### config.mk
export PLATFORM = sky130hd
export DESIGN_NAME = mptw_walker_flat
export DESIGN_NICKNAME = d
export VERILOG_FILES = /design/src/hdl/mptw_pkg.sv /design/src/hdl/mptw_if.sv /design/src/hdl/mptw_walker.sv /design/src/flat_wrapper.sv
export SDC_FILE = /design/constraint.sdc
export NUM_CORES = 1
export LEC_CHECK = 0
export ABC_CLOCK_PERIOD_IN_PS = 15300
export BUFFER_PORTS_ARGS = -buffer_cell sky130_fd_sc_hd__buf_4
export CAP_MARGIN = 20
export CELL_PAD_IN_SITES_DETAIL_PLACEMENT = 1
export CELL_PAD_IN_SITES_GLOBAL_PLACEMENT = 2
export CORE_ASPECT_RATIO = 1.4
export CORE_MARGIN = 2
export CORE_UTILIZATION = 33
export CTS_CLUSTER_DIAMETER = 60
export DETAILED_ROUTE_END_ITERATION = 16
export GPL_TIMING_DRIVEN = 0
export PLACE_DENSITY_LB_ADDON = 0.05
export REMOVE_ABC_BUFFERS = 1
export SETUP_SLACK_MARGIN = 0.4
export SYNTH_ARGS = -nofsm -noshare
export SYNTH_HDL_FRONTEND = slang
export SYNTH_SLANG_ARGS = --single-unit
### constraint.sdc
create_clock -name clk -period 15.3 [get_ports clk]
set_input_delay 2.295 -clock clk [delete_from_list [all_inputs] [get_ports clk]]
set_output_delay 2.295 -clock clk [all_outputs]
set_load 0.01 [all_outputs]
### src/hdl/mptw_pkg.sv
// ----------------------------------------------------------------------------
// Page table walker package
// Field widths, status and register codes, FSM states and shared structs.
// ----------------------------------------------------------------------------
package mptw_pkg;

    localparam int VPAGE_W  = 45;
    localparam int FRAME_NW = 52;
    localparam int ENTRY_W  = FRAME_NW + 1;
    localparam int IDX_W    = 9;
    localparam int MAX_LVLS = 6;
    localparam int ROOT_W   = 6;
    localparam int FREE_W   = 7;
    localparam int CFG_W    = 7;

    // Config register indexes
    localparam logic CFG_ROOT_FRAME = 1'b0;
    localparam logic CFG_FIRST_FREE = 1'b1;

    // Result status codes
    localparam logic [1:0] STATUS_DONE   = 2'd0;
    localparam logic [1:0] STATUS_NOMAP  = 2'd1;
    localparam logic [1:0] STATUS_OOB    = 2'd2;
    localparam logic [1:0] STATUS_NOFREE = 2'd3;

    typedef enum logic [1:0] {
        ST_IDLE,
        ST_LOOKUP,
        ST_EVAL,
        ST_FINISH
    } walk_state_t;

    typedef struct packed {
        logic rd;
        logic wr;
    } mem_cmd_t;

    typedef struct packed {
        logic [FRAME_NW-1:0] found_frame;
        logic [1:0]          status;
    } walk_res_t;

endpackage

### src/hdl/mptw_if.sv
// ----------------------------------------------------------------------------
// Page table walker channels
// Request and response valid/ready channels with their payload.
// ----------------------------------------------------------------------------
interface mptw_req_if;
    import mptw_pkg::*;

    logic               valid;
    logic               ready;
    logic               mode;
    logic [VPAGE_W-1:0]  virtual_page;
    logic [FRAME_NW-1:0] target_frame;
    logic               unmap;

    modport source (output valid, mode, virtual_page, target_frame, unmap, input ready);
    modport sink   (input valid, mode, virtual_page, target_frame, unmap, output ready);
endinterface


### src/hdl/mptw_walker.sv
// ----------------------------------------------------------------------------
// Walk sequencer
// Steps one request through the table levels, allocating tables on update.
// ----------------------------------------------------------------------------
module mptw_walker #(
    parameter int FRAMES = 64,
    parameter int LEVELS = 5
) (
    input  logic                                       clk,
    input  logic                                       rst_n,
    mptw_req_if.sink                                   req,
    input  logic [mptw_pkg::ROOT_W-1:0]                root_frame,
    input  logic                                       free_load,
    input  logic [mptw_pkg::FREE_W-1:0]                free_value,
    input  logic                                       clearing,
    output mptw_pkg::mem_cmd_t                         mem_cmd,
    output logic [$clog2(FRAMES)+mptw_pkg::IDX_W-1:0]  mem_addr,
    output logic [mptw_pkg::ENTRY_W-1:0]               mem_wdata,
    input  logic [mptw_pkg::ENTRY_W-1:0]               mem_rdata,
    output logic                                       res_valid,
    input  logic                                       res_ready,
    output mptw_pkg::walk_res_t                        res
);
    import mptw_pkg::*;

    localparam int FRAME_W = $clog2(FRAMES);
    localparam int FB_W    = $clog2(FRAMES + 1);
    localparam int NF_W    = (FB_W > FREE_W) ? FB_W : FREE_W;
    localparam int LVL_W   = $clog2(LEVELS);
    localparam int VEXT_W  = IDX_W * MAX_LVLS;

    walk_state_t         state_reg, state_next;
    logic [LVL_W-1:0]    lvl_reg, lvl_next;
    logic [FRAME_W-1:0]  table_reg, table_next;
    logic                oob_reg, oob_next;
    logic [NF_W-1:0]     next_free_reg, next_free_next;
    logic                mode_reg, mode_next;
    logic                unmap_reg, unmap_next;
    logic [VPAGE_W-1:0]  vpage_reg, vpage_next;
    logic [FRAME_NW-1:0] target_reg, target_next;
    walk_res_t           res_reg, res_next;

    logic [VEXT_W-1:0]   vpage_ext;
    logic [IDX_W-1:0]    lvl_idx [LEVELS];
    logic                leaf;
    logic                entry_valid;
    logic [FRAME_NW-1:0] entry_frame;
    logic                alloc_ok;
    logic                accept;

    assign vpage_ext = {{(VEXT_W - VPAGE_W){1'b0}}, vpage_reg};

    // Level k takes the k-th 9-bit field counted from the top
    always_comb
    begin
        for (int k = 0; k < LEVELS; k++)
        begin
            lvl_idx[k] = vpage_ext[IDX_W * (LEVELS - 1 - k) +: IDX_W];
        end
    end

    assign leaf        = (lvl_reg == LVL_W'(LEVELS - 1));
    assign entry_valid = mem_rdata[0];
    assign entry_frame = mem_rdata[ENTRY_W-1:1];
    assign alloc_ok    = (next_free_reg < NF_W'(FRAMES));
    assign accept      = req.valid && req.ready;
    assign mem_addr    = {table_reg, lvl_idx[lvl_reg]};

    // Next state
    always_comb
    begin
        state_next = state_reg;
        unique case (state_reg)
            ST_IDLE:
            begin
                if (accept)
                begin
                    state_next = ST_LOOKUP;
                end
            end
            ST_LOOKUP:
            begin
                if (oob_reg || (leaf && mode_reg))
                begin
                    state_next = ST_FINISH;
                end
                else
                begin
                    state_next = ST_EVAL;
                end
            end
            ST_EVAL:
            begin
                if (leaf)
                begin
                    state_next = ST_FINISH;
                end
                else if (entry_valid)
                begin
                    state_next = ST_LOOKUP;
                end
                else if (!mode_reg || unmap_reg || !alloc_ok)
                begin
                    state_next = ST_FINISH;
                end
                else
                begin
                    state_next = ST_LOOKUP;
                end
            end
            ST_FINISH:
            begin
                if (res_ready)
                begin
                    state_next = ST_IDLE;
                end
            end
            default:
            begin
                state_next = ST_IDLE;
            end
        endcase
    end

    // Datapath and memory commands
    always_comb
    begin
        lvl_next    = lvl_reg;
        table_next  = table_reg;
        oob_next    = oob_reg;
        mode_next   = mode_reg;
        unmap_next  = unmap_reg;
        vpage_next  = vpage_reg;
        target_next = target_reg;
        res_next    = res_reg;
        next_free_next = next_free_reg;
        mem_cmd     = '0;
        mem_wdata   = '0;
        req.ready   = 1'b0;

        unique case (state_reg)
            ST_IDLE:
            begin
                req.ready = !clearing;
                if (accept)
                begin
                    mode_next   = req.mode;
                    unmap_next  = req.unmap;
                    vpage_next  = req.virtual_page;
                    target_next = req.target_frame;
                    lvl_next    = '0;
                    table_next  = FRAME_W'(root_frame);
                    oob_next    = ({{(32 - ROOT_W){1'b0}}, root_frame} >= 32'(FRAMES));
                end
            end
            ST_LOOKUP:
            begin
                res_next.found_frame = '0;
                if (oob_reg)
                begin
                    res_next.status = STATUS_OOB;
                end
                else if (leaf && mode_reg)
                begin
                    // Leaf update is a blind write: set or clear the entry
                    mem_cmd.wr      = 1'b1;
                    mem_wdata       = unmap_reg ? '0 : {target_reg, 1'b1};
                    res_next.status = STATUS_DONE;
                end
                else
                begin
                    mem_cmd.rd = 1'b1;
                end
            end
            ST_EVAL:
            begin
                if (leaf)
                begin
                    if (entry_valid)
                    begin
                        res_next.found_frame = entry_frame;
                        res_next.status      = STATUS_DONE;
                    end
                    else
                    begin
                        res_next.status = STATUS_NOMAP;
                    end
                end
                else if (entry_valid)
                begin
                    lvl_next   = lvl_reg + LVL_W'(1);
                    table_next = FRAME_W'(entry_frame);
                    oob_next   = (entry_frame >= FRAME_NW'(FRAMES));
                end
                else if (!mode_reg || unmap_reg)
                begin
                    res_next.status = STATUS_NOMAP;
                end
                else if (!alloc_ok)
                begin
                    res_next.status = STATUS_NOFREE;
                end
                else
                begin
                    // Hand out the next free frame and link it in
                    mem_cmd.wr     = 1'b1;
                    mem_wdata      = {FRAME_NW'(next_free_reg), 1'b1};
                    next_free_next = next_free_reg + NF_W'(1);
                    lvl_next       = lvl_reg + LVL_W'(1);
                    table_next     = FRAME_W'(next_free_reg);
                    oob_next       = 1'b0;
                end
            end
            ST_FINISH:
            begin
            end
            default:
            begin
            end
        endcase

        if (free_load)
        begin
            next_free_next = NF_W'(free_value);
        end
    end

    always_ff @(posedge clk or negedge rst_n)
    begin
        if (!rst_n)
        begin
            state_reg     <= ST_IDLE;
            next_free_reg <= NF_W'(1);
        end
        else
        begin
            state_reg     <= state_next;
            next_free_reg <= next_free_next;
        end
    end

    always_ff @(posedge clk)
    begin
        lvl_reg    <= lvl_next;
        table_reg  <= table_next;
        oob_reg    <= oob_next;
        mode_reg   <= mode_next;
        unmap_reg  <= unmap_next;
        vpage_reg  <= vpage_next;
        target_reg <= target_next;
        res_reg    <= res_next;
    end

    assign res_valid = (state_reg == ST_FINISH);
    assign res       = res_reg;

endmodule

### src/flat_wrapper.sv
// flat-port wrapper written by rule: the top's interface ports become plain ports
module mptw_walker_flat import mptw_pkg::*;
#(
    parameter int FRAMES = 64,
    parameter int LEVELS = 5
)
  (clk, rst_n, root_frame, free_load, free_value, clearing, mem_cmd, mem_addr, mem_wdata, mem_rdata, res_valid, res_ready, res, req_valid, req_mode, req_virtual_page, req_target_frame, req_unmap, req_ready);
  mptw_req_if req_i ();
  input  logic clk;
  input  logic rst_n;
  input  logic [mptw_pkg::ROOT_W-1:0] root_frame;
  input  logic free_load;
  input  logic [mptw_pkg::FREE_W-1:0] free_value;
  input  logic clearing;
  output mptw_pkg::mem_cmd_t mem_cmd;
  output logic [$clog2(FRAMES)+mptw_pkg::IDX_W-1:0] mem_addr;
  output logic [mptw_pkg::ENTRY_W-1:0] mem_wdata;
  input  logic [mptw_pkg::ENTRY_W-1:0] mem_rdata;
  output logic res_valid;
  input  logic res_ready;
  output mptw_pkg::walk_res_t res;
  input wire logic [$bits(req_i.valid)-1:0] req_valid;
  input wire logic [$bits(req_i.mode)-1:0] req_mode;
  input wire logic [$bits(req_i.virtual_page)-1:0] req_virtual_page;
  input wire logic [$bits(req_i.target_frame)-1:0] req_target_frame;
  input wire logic [$bits(req_i.unmap)-1:0] req_unmap;
  output wire logic [$bits(req_i.ready)-1:0] req_ready;
  assign req_i.valid = req_valid;
  assign req_i.mode = req_mode;
  assign req_i.virtual_page = req_virtual_page;
  assign req_i.target_frame = req_target_frame;
  assign req_i.unmap = req_unmap;
  assign req_ready = req_i.ready;
  mptw_walker #(.FRAMES(FRAMES), .LEVELS(LEVELS)) u_core (.clk(clk), .rst_n(rst_n), .req(req_i), .root_frame(root_frame), .free_load(free_load), .free_value(free_value), .clearing(clearing), .mem_cmd(mem_cmd), .mem_addr(mem_addr), .mem_wdata(mem_wdata), .mem_rdata(mem_rdata), .res_valid(res_valid), .res_ready(res_ready), .res(res));
endmodule
==> results of run 1 <==
## Yosys cell counts (2+ instances only)
cell type / instances
edfxtp_1: 163
and2_1: 57
and3_1: 48
mux2i_1: 23
nor2_1: 21
a21oi_1: 18
clkbuf_1: 14
nor4_1: 11
o21ai_0: 9
dfrtp_1: 8
inv_1: 8
nand2_1: 8
nand4_1: 8
o22ai_1: 8
ha_1: 7
a22o_1: 6
clkbuf_2: 4
nand2b_1: 4
buf_1: 3
buf_2: 3
buf_6: 3
nor2b_1: 3
xor2_1: 3
a31oi_1: 2
buf_4: 2
mux2_2: 2
nand3_1: 2
xnor2_1: 2
## stage by stage
| step | total power [uW] | setup slack, ns |
|---|---|---|
| 2_1_floorplan | 986 | 9.62 |
| 3_3_place_gp | 1260 | 7.68 |
| 3_5_place_dp | 1290 | 9.63 |
| 4_1_cts | 1760 | 9.63 |
| 5_1_grt | 1820 | 9.51 |
| 6_report | 1720 | 9.65 |
## cells by family (layout without fill, tap and decap cells)
logic type               count (synthesis)  count (layout)
flip-flops                             172             172
adder cells (fa/ha/maj)                  7               7
XOR/XNOR                                 5               5
buffers and inverters                   37             343
multiplexers                            26              26
AND/OR/NAND/NOR                        170             170
AO/OA/AOI/OAI                           50              50
## how the worst max path moves through the flow
stage	from	end	slack, ns
after floorplan	u_core.lvl_reg[0]$_SDFFCE_PN0P_	mem_wdata[1]	9.62
after global placement	u_core.lvl_reg[0]$_SDFFCE_PN0P_	mem_wdata[4]	7.68
after detailed placement	mem_rdata[0]	mem_wdata[4]	9.63
after CTS	mem_rdata[0]	mem_wdata[4]	9.63
after global routing	u_core.lvl_reg[0]$_SDFFCE_PN0P_	mem_wdata[5]	9.51
final	mem_rdata[0]	mem_wdata[2]	9.65
## power by group through the flow
stage,combinational (uW),sequential (uW),clock (uW)
5_1_grt,588,746,487
4_1_cts,551,736,473
6_report,536,732,457
3_3_place_gp,499,759,0
2_1_floorplan,209,778,0
3_5_place_dp,550,745,0
## routing by layer
metal	vias up	share of wire [%]	GRT usage, %
met5	-	0	0
met4	0	1.7	6.04
met3	16	8.5	6.14
met2	198	54	30.4
met1	2395	36	17.9
li1	2336	-	-
## cell type report
cell class / count / area [um2]
Fill cell: 2145 / 10800
Sequential cell: 172 / 5120
Timing Repair Buffer: 303 / 2360
Multi-Input combinational cell: 258 / 1760
Clock buffer: 17 / 425
Tap cell: 260 / 325
Clock inverter: 15 / 194
Inverter: 8 / 30.0
==> metrics.md, run 1 <==
| Metric | Value |
|---|---|
| Worst vdd rail ir drop | `0.0000790 V` |
| CP Cell Sequence | `buf_4, nor2b_4, and3_4, and2_4, a22o_1, buf_4` |
| Congestion Overflow GR | `0` |
| FF-to-FF path depth | `6` |
| CP max FO | `11` |
| Max-cap viol count | `0` |
| Die H | `177 um` |
| Initial DRC count | `220` |
| Library cells used by synthesis | `45` |
| Hold path start | `u_core.state_reg[1]$_DFFE_PN0P_` |
| Root Driver | `clkbuf_16` |
| Post-route cell area | `10200 um2` |
| Internal power | `~1200 uW` |
| Most frequent cells in the layout | `buf_4, edfxtp_1, and2_1` |
| Worst-path clk slew | `0.07 ns` |
| FMAX | `0.177 GHz` |
| Worst-skew pair later-pin latency | `0.42 ns` |
| CP top delay family | `simple AND/OR/NAND/NOR gates` |
| Simple-gate share of the synthesized area | `14.4%` |
| Tmin final | `~5.7 ns` |
| Slew of the pin with the lowest slew margin | `0.989 ns` |
| Core area | `roughly 21000 um2` |
| WHS Endpoint | `u_core.state_reg[1]$_DFFE_PN0P_` |
| Critical path's slowest cell | `and3_4` |
| Yosys warns | `0` |
| Ys async rst share | `roughly 5.2%` |
| FF-to-FF End | `u_core.table_reg[5]$_DFFE_PP_` |
| Most used cell, CP | `buf_4` |
| Leading cell type in the layout, fill and taps excluded | `buf_4` |
| Initial core utilization | `around 33%` |
| Via count | `4945` |
| Switching share of power | `between 30% and 40%` |
| CTS resizes | `0` |
| Port bufs | `296` |
| Max incr delay on CP | `between 0.2 and 0.3 ns` |
| Post-Syn Area | `roughly 7000 um2` |
| Final period util | `36.9%` |
| Setup_tns | `0 ns` |
| Syn Inst Count | `~470` |
| # setup viols final | `0` |
| Post-synthesis register bit count | `172` |
| Die Width | `127 um` |
| Final nets | `938` |
| Synth top area cells | `edfxtp_1, and2_1, and3_1` |
| Worst endpoint required time | `about 13 ns` |
| Share of cells above drive strength 1 | `44.8%` |
| Sw Pwr | `about 530 uW` |
| Utilization after layout | `48.5%` |
| Vias per Instance | `approximately 4.8` |
| Drt wl/cell | `18.4 um` |
| Syn Area/Cell | `15.1 um2` |
| CP Data Arrival Time | `about 3.4 ns` |
| First-pass GRT wire length | `28900 um` |
| Crit. path cell count | `6` |
| Seq/Total Area, Yosys | `72.8%` |
| Placed insts | `1001` |
| Final Wtd Congestion | `just over 0.7` |
| Vias in the first global route | `roughly 5400` |
| Rel. slew slack | `between 30% and 40%` |
| Clk pwr share | `26.5%` |
| Main combinational cell family by area after synthesis | `simple AND/OR/NAND/NOR gates` |
| Total CTS buffers | `17` |
| Initial DRT Pass Iterations | `4` |
| Number of synthesized flops with an enable pin | `approximately 160` |
| Cell taking the most area after synthesis | `edfxtp_1` |
| Comb pwr share | `31.1%` |
| Final Hold Fails | `0` |
| Die area | `22500 um2` |
| Top FF cell, synth | `edfxtp_1` |
| Post-route ant nets | `0` |
| Status | `finished clean` |
| Post-synth top area share | `between 60% and 70%` |
| Largest net degree at the start of global routing | `68` |
| LEAKAGE | `~0.0043 uW` |
| Io pins | `297` |
| Cts hold-fix bufs | `0` |
| CP endpoint kind | `primary output` |
| Total GRT Usage | `16.8%` |
| CTS Buffer Depth | `2` |
| Power share of the sequential group | `42.4%` |
| H-tree levels | `4` |
| Row Count | `63` |
| CP Launch Type | `primary input` |
| Clock sinks | `approximately 170` |
| Reg-to-reg critical path startpoint | `u_core.lvl_reg[0]$_SDFFCE_PN0P_` |
| HP Class | `flip-flop to flip-flop` |
| Total wire length | `between 15000 and 20000 um` |
| # DRC | `0` |
| TritonCTS clock tree | `done` |
| Post-CTS Setup Repair Bufs | `0` |
| Finished Layout Cells | `1033` |
| P per Cell Area | `around 170 nW/um2` |
| Max FFs per register | `54` |
| Antenna violations before repair | `0` |
| Hold-critical path depth | `1` |
| Synth Area in XOR/XNOR | `0.623%` |
| Internal reg-to-reg setup slack | `12.56 ns` |
| Synth Area in Adders | `1.25%` |
| Hpwl dp | `14100 um` |
| Crit path buf inv count | `2` |
| RSZ-0062 raised after global routing | `false` |
| Area Growth Syn to Fin | `45.2%` |
| Max Clock Skew | `0.00555 ns` |
| Kind of critical path | `primary input to primary output` |
| Mux share of post-synthesis cell area | `3.91%` |
| Post-DP Area | `approximately 9600 um2` |
| Final Slew Violations | `0` |
| Inserted Diodes | `0` |
| Min Hold Slack | `0.583 ns` |
| Synth Area in Compound Gates | `between 4 and 5%` |
Power figures use the tool's default switching activity.
==> run 2, diff against run 1 <==
ABC_CLOCK_PERIOD_IN_PS = 4800   (was 15300)
CORE_UTILIZATION = 28   (was 33)
clock period = 4.8 ns   (was 15.3 ns; I/O delays follow)
==> metrics.md, run 2 (same netlist as run 1, synthesis figures left out) <==
| Metric | Value |
|---|---|
| Hpwl dp | `14500 um` |
| FMAX | `around 0.28 GHz` |
| Largest net degree at the start of global routing | `70` |
| Via count | `4925` |
| Initial DRC count | `208` |
| Total CTS buffers | `17` |
| Post-route ant nets | `0` |
| Final Wtd Congestion | `0.715` |
| Post-DP Area | `9660 um2` |
| Leading cell type in the layout, fill and taps excluded | `buf_4` |
| First-pass GRT wire length | `29700 um` |
| Clock sinks | `172` |
| CTS Buffer Depth | `2` |
| Initial core utilization | `28.5%` |
| Vias in the first global route | `5431` |
| Congestion Overflow GR | `0` |
| Most frequent cells in the layout | `buf_4, edfxtp_1, and2_1` |
| Io pins | `~300` |
| Post-layout power | `5390 uW` |
| Busiest grt layer | `met2` |
| Root Driver | `clkbuf_16` |
| CTS resizes | `0` |
| # setup viols final | `0` |
| Initial DRT Pass Iterations | `4` |
| Final nets | `between 900 and 1000` |
| LEAKAGE | `0.00431 uW` |
| Post-CTS Setup Repair Bufs | `0` |
| CP max FO | `21` |
| RSZ-0062 raised after global routing | `false` |
| Rel. slew slack | `33.4%` |
| Max-cap viol count | `0` |
| Die H | `roughly 190 um` |
| Total GRT Usage | `15.1%` |
| Vias per Instance | `between 4 and 5` |
| Die area | `26400 um2` |
| Area Growth Syn to Fin | `45.3%` |
| CP Launch Type | `flip-flop` |
| Met1 usage | `16.5%` |
| Die Width | `138 um` |
| P per Cell Area | `528 nW/um2` |
| Tmin final | `3.62 ns` |
| Final Slew Violations | `0` |
| Port bufs | `296` |
| Worst endpoint required time | `4.08 ns` |
| Row Count | `68` |
| Met2 Use GR | `26.3%` |
| Antenna violations before repair | `0` |
| Core area | `24700 um2` |
| Slew of the pin with the lowest slew margin | `about 1.0 ns` |
| Status | `finished clean` |
| Grt met3 use | `6.15%` |
| HP Class | `primary input to async pin` |
| Final period util | `75.5%` |
| Total wire length | `19800 um` |
| Share of cells above drive strength 1 | `44.4%` |
| Inserted Diodes | `0` |
| CP endpoint kind | `primary output` |
| Worst-path clk slew | `0.06 ns` |
| Drt wl/cell | `18.2 um` |
| Setup_tns | `0 ns` |
| Max FFs per register | `54` |
| Post-route cell area | `between 10000 and 15000 um2` |
| Placed insts | `1056` |
| Worst-skew pair later-pin latency | `0.43 ns` |
| Final Hold Fails | `0` |
| Cts hold-fix bufs | `0` |
| # DRC | `0` |
| H-tree levels | `4` |
| Worst vdd rail ir drop | `around 0.00028 V` |
| CP Data Arrival Time | `approximately 2.9 ns` |
| Max Clock Skew | `0.00652 ns` |
| Kind of critical path | `flip-flop to primary output` |
| TritonCTS clock tree | `done` |
| Finished Layout Cells | `1088` |
run 2: changes by cell type in the layout (fill, tap and decap cells not counted):
cell        delta
clkinv_2       +2
clkinvlp_4     -2
inv_6          -3
clkbuf_1       +1
clkinv_1       +2
clkinv_4       +2
bufinv_16      -2
run 2: area by class of cell:
type                            instances  area, um2
Fill cell                            2626      14500
Sequential cell                       172       5120
Timing Repair Buffer                  303       2360
Multi-Input combinational cell        258       1760
Clock buffer                           18        429
Tap cell                              315        394
Clock inverter                         14        128
Inverter                                8       30.0
run 2: critical path: stages (launching register included):
cell,delay (ns)
edfxtp_1,0.79
inv_1,0.20
ha_1,0.29
nand2_2,0.14
nor3_2,0.34
buf_6,0.21
buf_6,0.19
and3_1,0.18
buf_4,0.13
run 2: per-stage QoR:
| stage | setup WS [ns] | hold WS [ns] | util, % |
|---|---|---|---|
| 2_1_floorplan | -0.705 | 0.424 | - |
| 3_3_place_gp | -3.00 | 0.543 | 38.5 |
| 3_5_place_dp | 1.55 | 0.561 | 39.1 |
| 4_1_cts | 1.06 | 0.0958 | 41.4 |
| 5_1_grt | 0.882 | 0.0920 | 41.4 |
| 6_report | 1.18 | 0.118 | 41.4 |
run 2: metal layers:
layer	wire [um]	up-vias
met1	7330	2378
li1	-	2337
met2	10200	194
met5	0	-
met3	1930	16
met4	284	0
run 2: final timing paths:
kind | cells after the start | slack, ns | startpoint | endpoint
hold reg to reg | 1 | 0.58 | u_core.state_reg[1]$_DFFE_PN0P_ | u_core.state_reg[1]$_DFFE_PN0P_
setup reg to reg | 6 | 1.99 | u_core.lvl_reg[0]$_SDFFCE_PN0P_ | u_core.table_reg[5]$_DFFE_PP_
max in group asynchronous | 1 | 4.46 | rst_n | u_core.next_free_reg[0]$_DFFE_PN1P_
setup / recovery | 8 | 1.18 | u_core.lvl_reg[0]$_SDFFCE_PN0P_ | mem_wdata[8]
hold / removal | 1 | 0.12 | rst_n | u_core.next_free_reg[1]$_DFFE_PN0P_
min in group clk | 1 | 0.46 | req_target_frame[35] | u_core.target_reg[35]$_DFFE_PP_
run 2: power breakdown:
group / switching [uW] / total, uW / internal [uW]
Sequential: 202 / 2330 / 2130
Clock: 581 / 1340 / 758
Combinational: 911 / 1720 / 808
Total: 1690 / 5390 / 3700
==> run 3, diff against run 2 <==
ABC_CLOCK_PERIOD_IN_PS = 3200   (was 4800)
clock period = 3.2 ns   (was 4.8 ns; I/O delays follow)
==> metrics.md, run 3 (same netlist as run 1, synthesis figures left out) <==
| Metric | Value |
|---|---|
| Status | `finished clean` |
| Row Count | `68` |
| Rel. slew slack | `about two fifths` |
| H-tree levels | `4` |
| Share of cells above drive strength 1 | `46.4%` |
| # DRC | `0` |
| Layout fillers | `~2600` |
| Internal power | `roughly 5700 uW` |
| Comb pwr share | `between 30% and 40%` |
| FMAX | `~0.37 GHz` |
| Top Metal Used | `met4` |
| Met1 Wirelength | `7600 um` |
| Max incr delay on CP | `between 0.4 and 0.5 ns` |
| Inserted Diodes | `0` |
| Post-layout power | `8390 uW` |
| WL met3 | `a little under 2000 um` |
| Final Slew Violations | `0` |
| TritonCTS clock tree | `done` |
| First-pass GRT wire length | `30600 um` |
| Largest net degree at the start of global routing | `70` |
| Hpwl dp | `14500 um` |
| CP endpoint kind | `primary output` |
| Max Clock Skew | `0.00661 ns` |
| CTS Buffer Depth | `2` |
| WHS Endpoint | `u_core.target_reg[35]$_DFFE_PP_` |
| Final nets | `958` |
| Power share of the sequential group | `40.2%` |
| Reg-to-reg critical path startpoint | `u_core.state_reg[0]$_DFFE_PN0P_` |
| Max-cap viol count | `0` |
| Hold path start | `req_target_frame[35]` |
| Leading cell type in the layout, fill and taps excluded | `buf_4` |
| Die Width | `138 um` |
| Tmin final | `2.68 ns` |
| Core area | `24700 um2` |
| Final period util | `83.8%` |
| LEAKAGE | `roughly 0.0044 uW` |
| Worst-path clk slew | `0.07 ns` |
| Total wire length | `20700 um` |
| Max FFs per register | `54` |
| CP max FO | `18` |
| Total GRT Usage | `between 10% and 20%` |
| Routed wl met2 | `10800 um` |
| Worst endpoint required time | `2.72 ns` |
| # setup viols final | `0` |
| HP Class | `primary input to flip-flop` |
| Antenna violations before repair | `0` |
| Congestion Overflow GR | `0` |
| Initial core utilization | `28.5%` |
| CP Data Arrival Time | `between 2 and 2.5 ns` |
| Post-route ant nets | `0` |
| Io pins | `between 200 and 300` |
| Total CTS buffers | `17` |
| Kind of critical path | `flip-flop to primary output` |
| Vias in the first global route | `between 5000 and 6000` |
| Multi-input gate area | `1810 um2` |
| Vias per Instance | `4.52` |
| Worst vdd rail ir drop | `between 0.0004 and 0.0005 V` |
| Internal reg-to-reg setup slack | `0.87 ns` |
| Drt wl/cell | `approximately 19 um` |
| FF+latch area | `just over 5000 um2` |
| Clock sinks | `172` |
| Setup_tns | `0 ns` |
| Final Hold Fails | `0` |
| Via count | `5011` |
| CP Cell Sequence | `inv_2, ha_4, buf_16, nor2b_4, and3_4, and2_4, a22o_1, buf_4` |
| Worst-skew pair later-pin latency | `0.42 ns` |
| Port bufs | `296` |
| Switching share of power | `31.7%` |
| Slew of the pin with the lowest slew margin | `0.893 ns` |
| Sw Pwr | `2660 uW` |
| Root Driver | `clkbuf_16` |
| FF-to-FF path depth | `6` |
| Final Wtd Congestion | `0.715` |
| P per Cell Area | `803 nW/um2` |
| Critical path's slowest cell | `dfrtp_1` |
| CP Launch Type | `flip-flop` |
| Clk pwr share | `24.0%` |
| Most frequent cells in the layout | `buf_4, edfxtp_1, and2_1` |
| Hold-critical path depth | `1` |
| FF-to-FF End | `u_core.res[15]$_SDFFCE_PN0P_` |
| Die H | `~190 um` |
| Initial DRT Pass Iterations | `4` |
| Area Growth Syn to Fin | `48.6%` |
| RSZ-0062 raised after global routing | `true` |
| Die area | `26400 um2` |
| Initial DRC count | `193` |
## run 3: cell types whose count changed in the layout (fill, tap and decap cells not counted), sizes merged
cell / delta
buf: +18
clkbuf: +1
dlygate4sd3: +1
## run 3: worst max path at each step
stage | startpoint | to | depth (start not counted)
3_5_place_dp | u_core.lvl_reg[0]$_SDFFCE_PN0P_ | mem_wdata[12] | 8
6_report | u_core.state_reg[0]$_DFFE_PN0P_ | mem_wdata[4] | 8
2_1_floorplan | u_core.state_reg[0]$_DFFE_PN0P_ | u_core.res[10]$_SDFFCE_PN0P_ | 3
3_3_place_gp | u_core.state_reg[0]$_DFFE_PN0P_ | u_core.res[9]$_SDFFCE_PN0P_ | 3
4_1_cts | u_core.state_reg[1]$_DFFE_PN0P_ | mem_wdata[8] | 8
5_1_grt | u_core.state_reg[1]$_DFFE_PN0P_ | mem_wdata[26] | 8
## run 3: cell type report
type / instances / share of cell area (%)
multi-input combinational: 258 / 17.3
tap: 315 / 3.77
clock inverter: 14 / 1.22
inverter: 8 / 0.287
timing repair buffer: 323 / 24.3
clock buffer: 18 / 4.11
sequential: 172 / 49.0
## run 3: power groups by stage
stage          clock network (uW)  logic [uW]  registers [uW]
2_1_floorplan                   0         998            3720
3_3_place_gp                    0        2210            3500
3_5_place_dp                    0        2650            3560
4_1_cts                      2080        2970            3390
5_1_grt                      2170        3310            3430
6_report                     2010        3000            3380
## run 3: worst max-delay path: cells and delay by family (launching register included)
family	cells	cell delay, ns
adders and majority gates	1	0.19
buffers and inverters	3	0.41
AOI/OAI and AO/OA	1	0.14
and+or+nand+nor	3	0.60
DFF	1	0.42
## run 3: repair_timing
item | in CTS | in global routing
resized for setup | 7 | 4
hold endpoints to repair | 8 | 0
hold buffers | 1 | 0
pin swaps | 1 | 1
buffers inserted | 10 | 8
gates cloned | 0 | 1
setup endpoints to repair | 74 | 56
## run 3: stage by stage
step	cell area (um2)	hold WS, ns	cells	worst slack (ns)	utilization [%]
2_1_floorplan	6890	0.184	438	-2.31	-
4_1_cts	10300	0.199	1099	0.406	41.9
6_report	10500	0.226	1108	0.518	42.4
5_1_grt	10500	0.197	1108	0.398	42.4
3_5_place_dp	9660	0.321	1056	0.189	39.1
3_3_place_gp	9500	0.319	1049	-4.60	38.5
## run 3: metal layers
layer	up-vias	track usage [%]
met5	-	0
met4	0	5.26
met3	18	6.15
met2	196	27.3
met1	2420	17.1
li1	2377	-
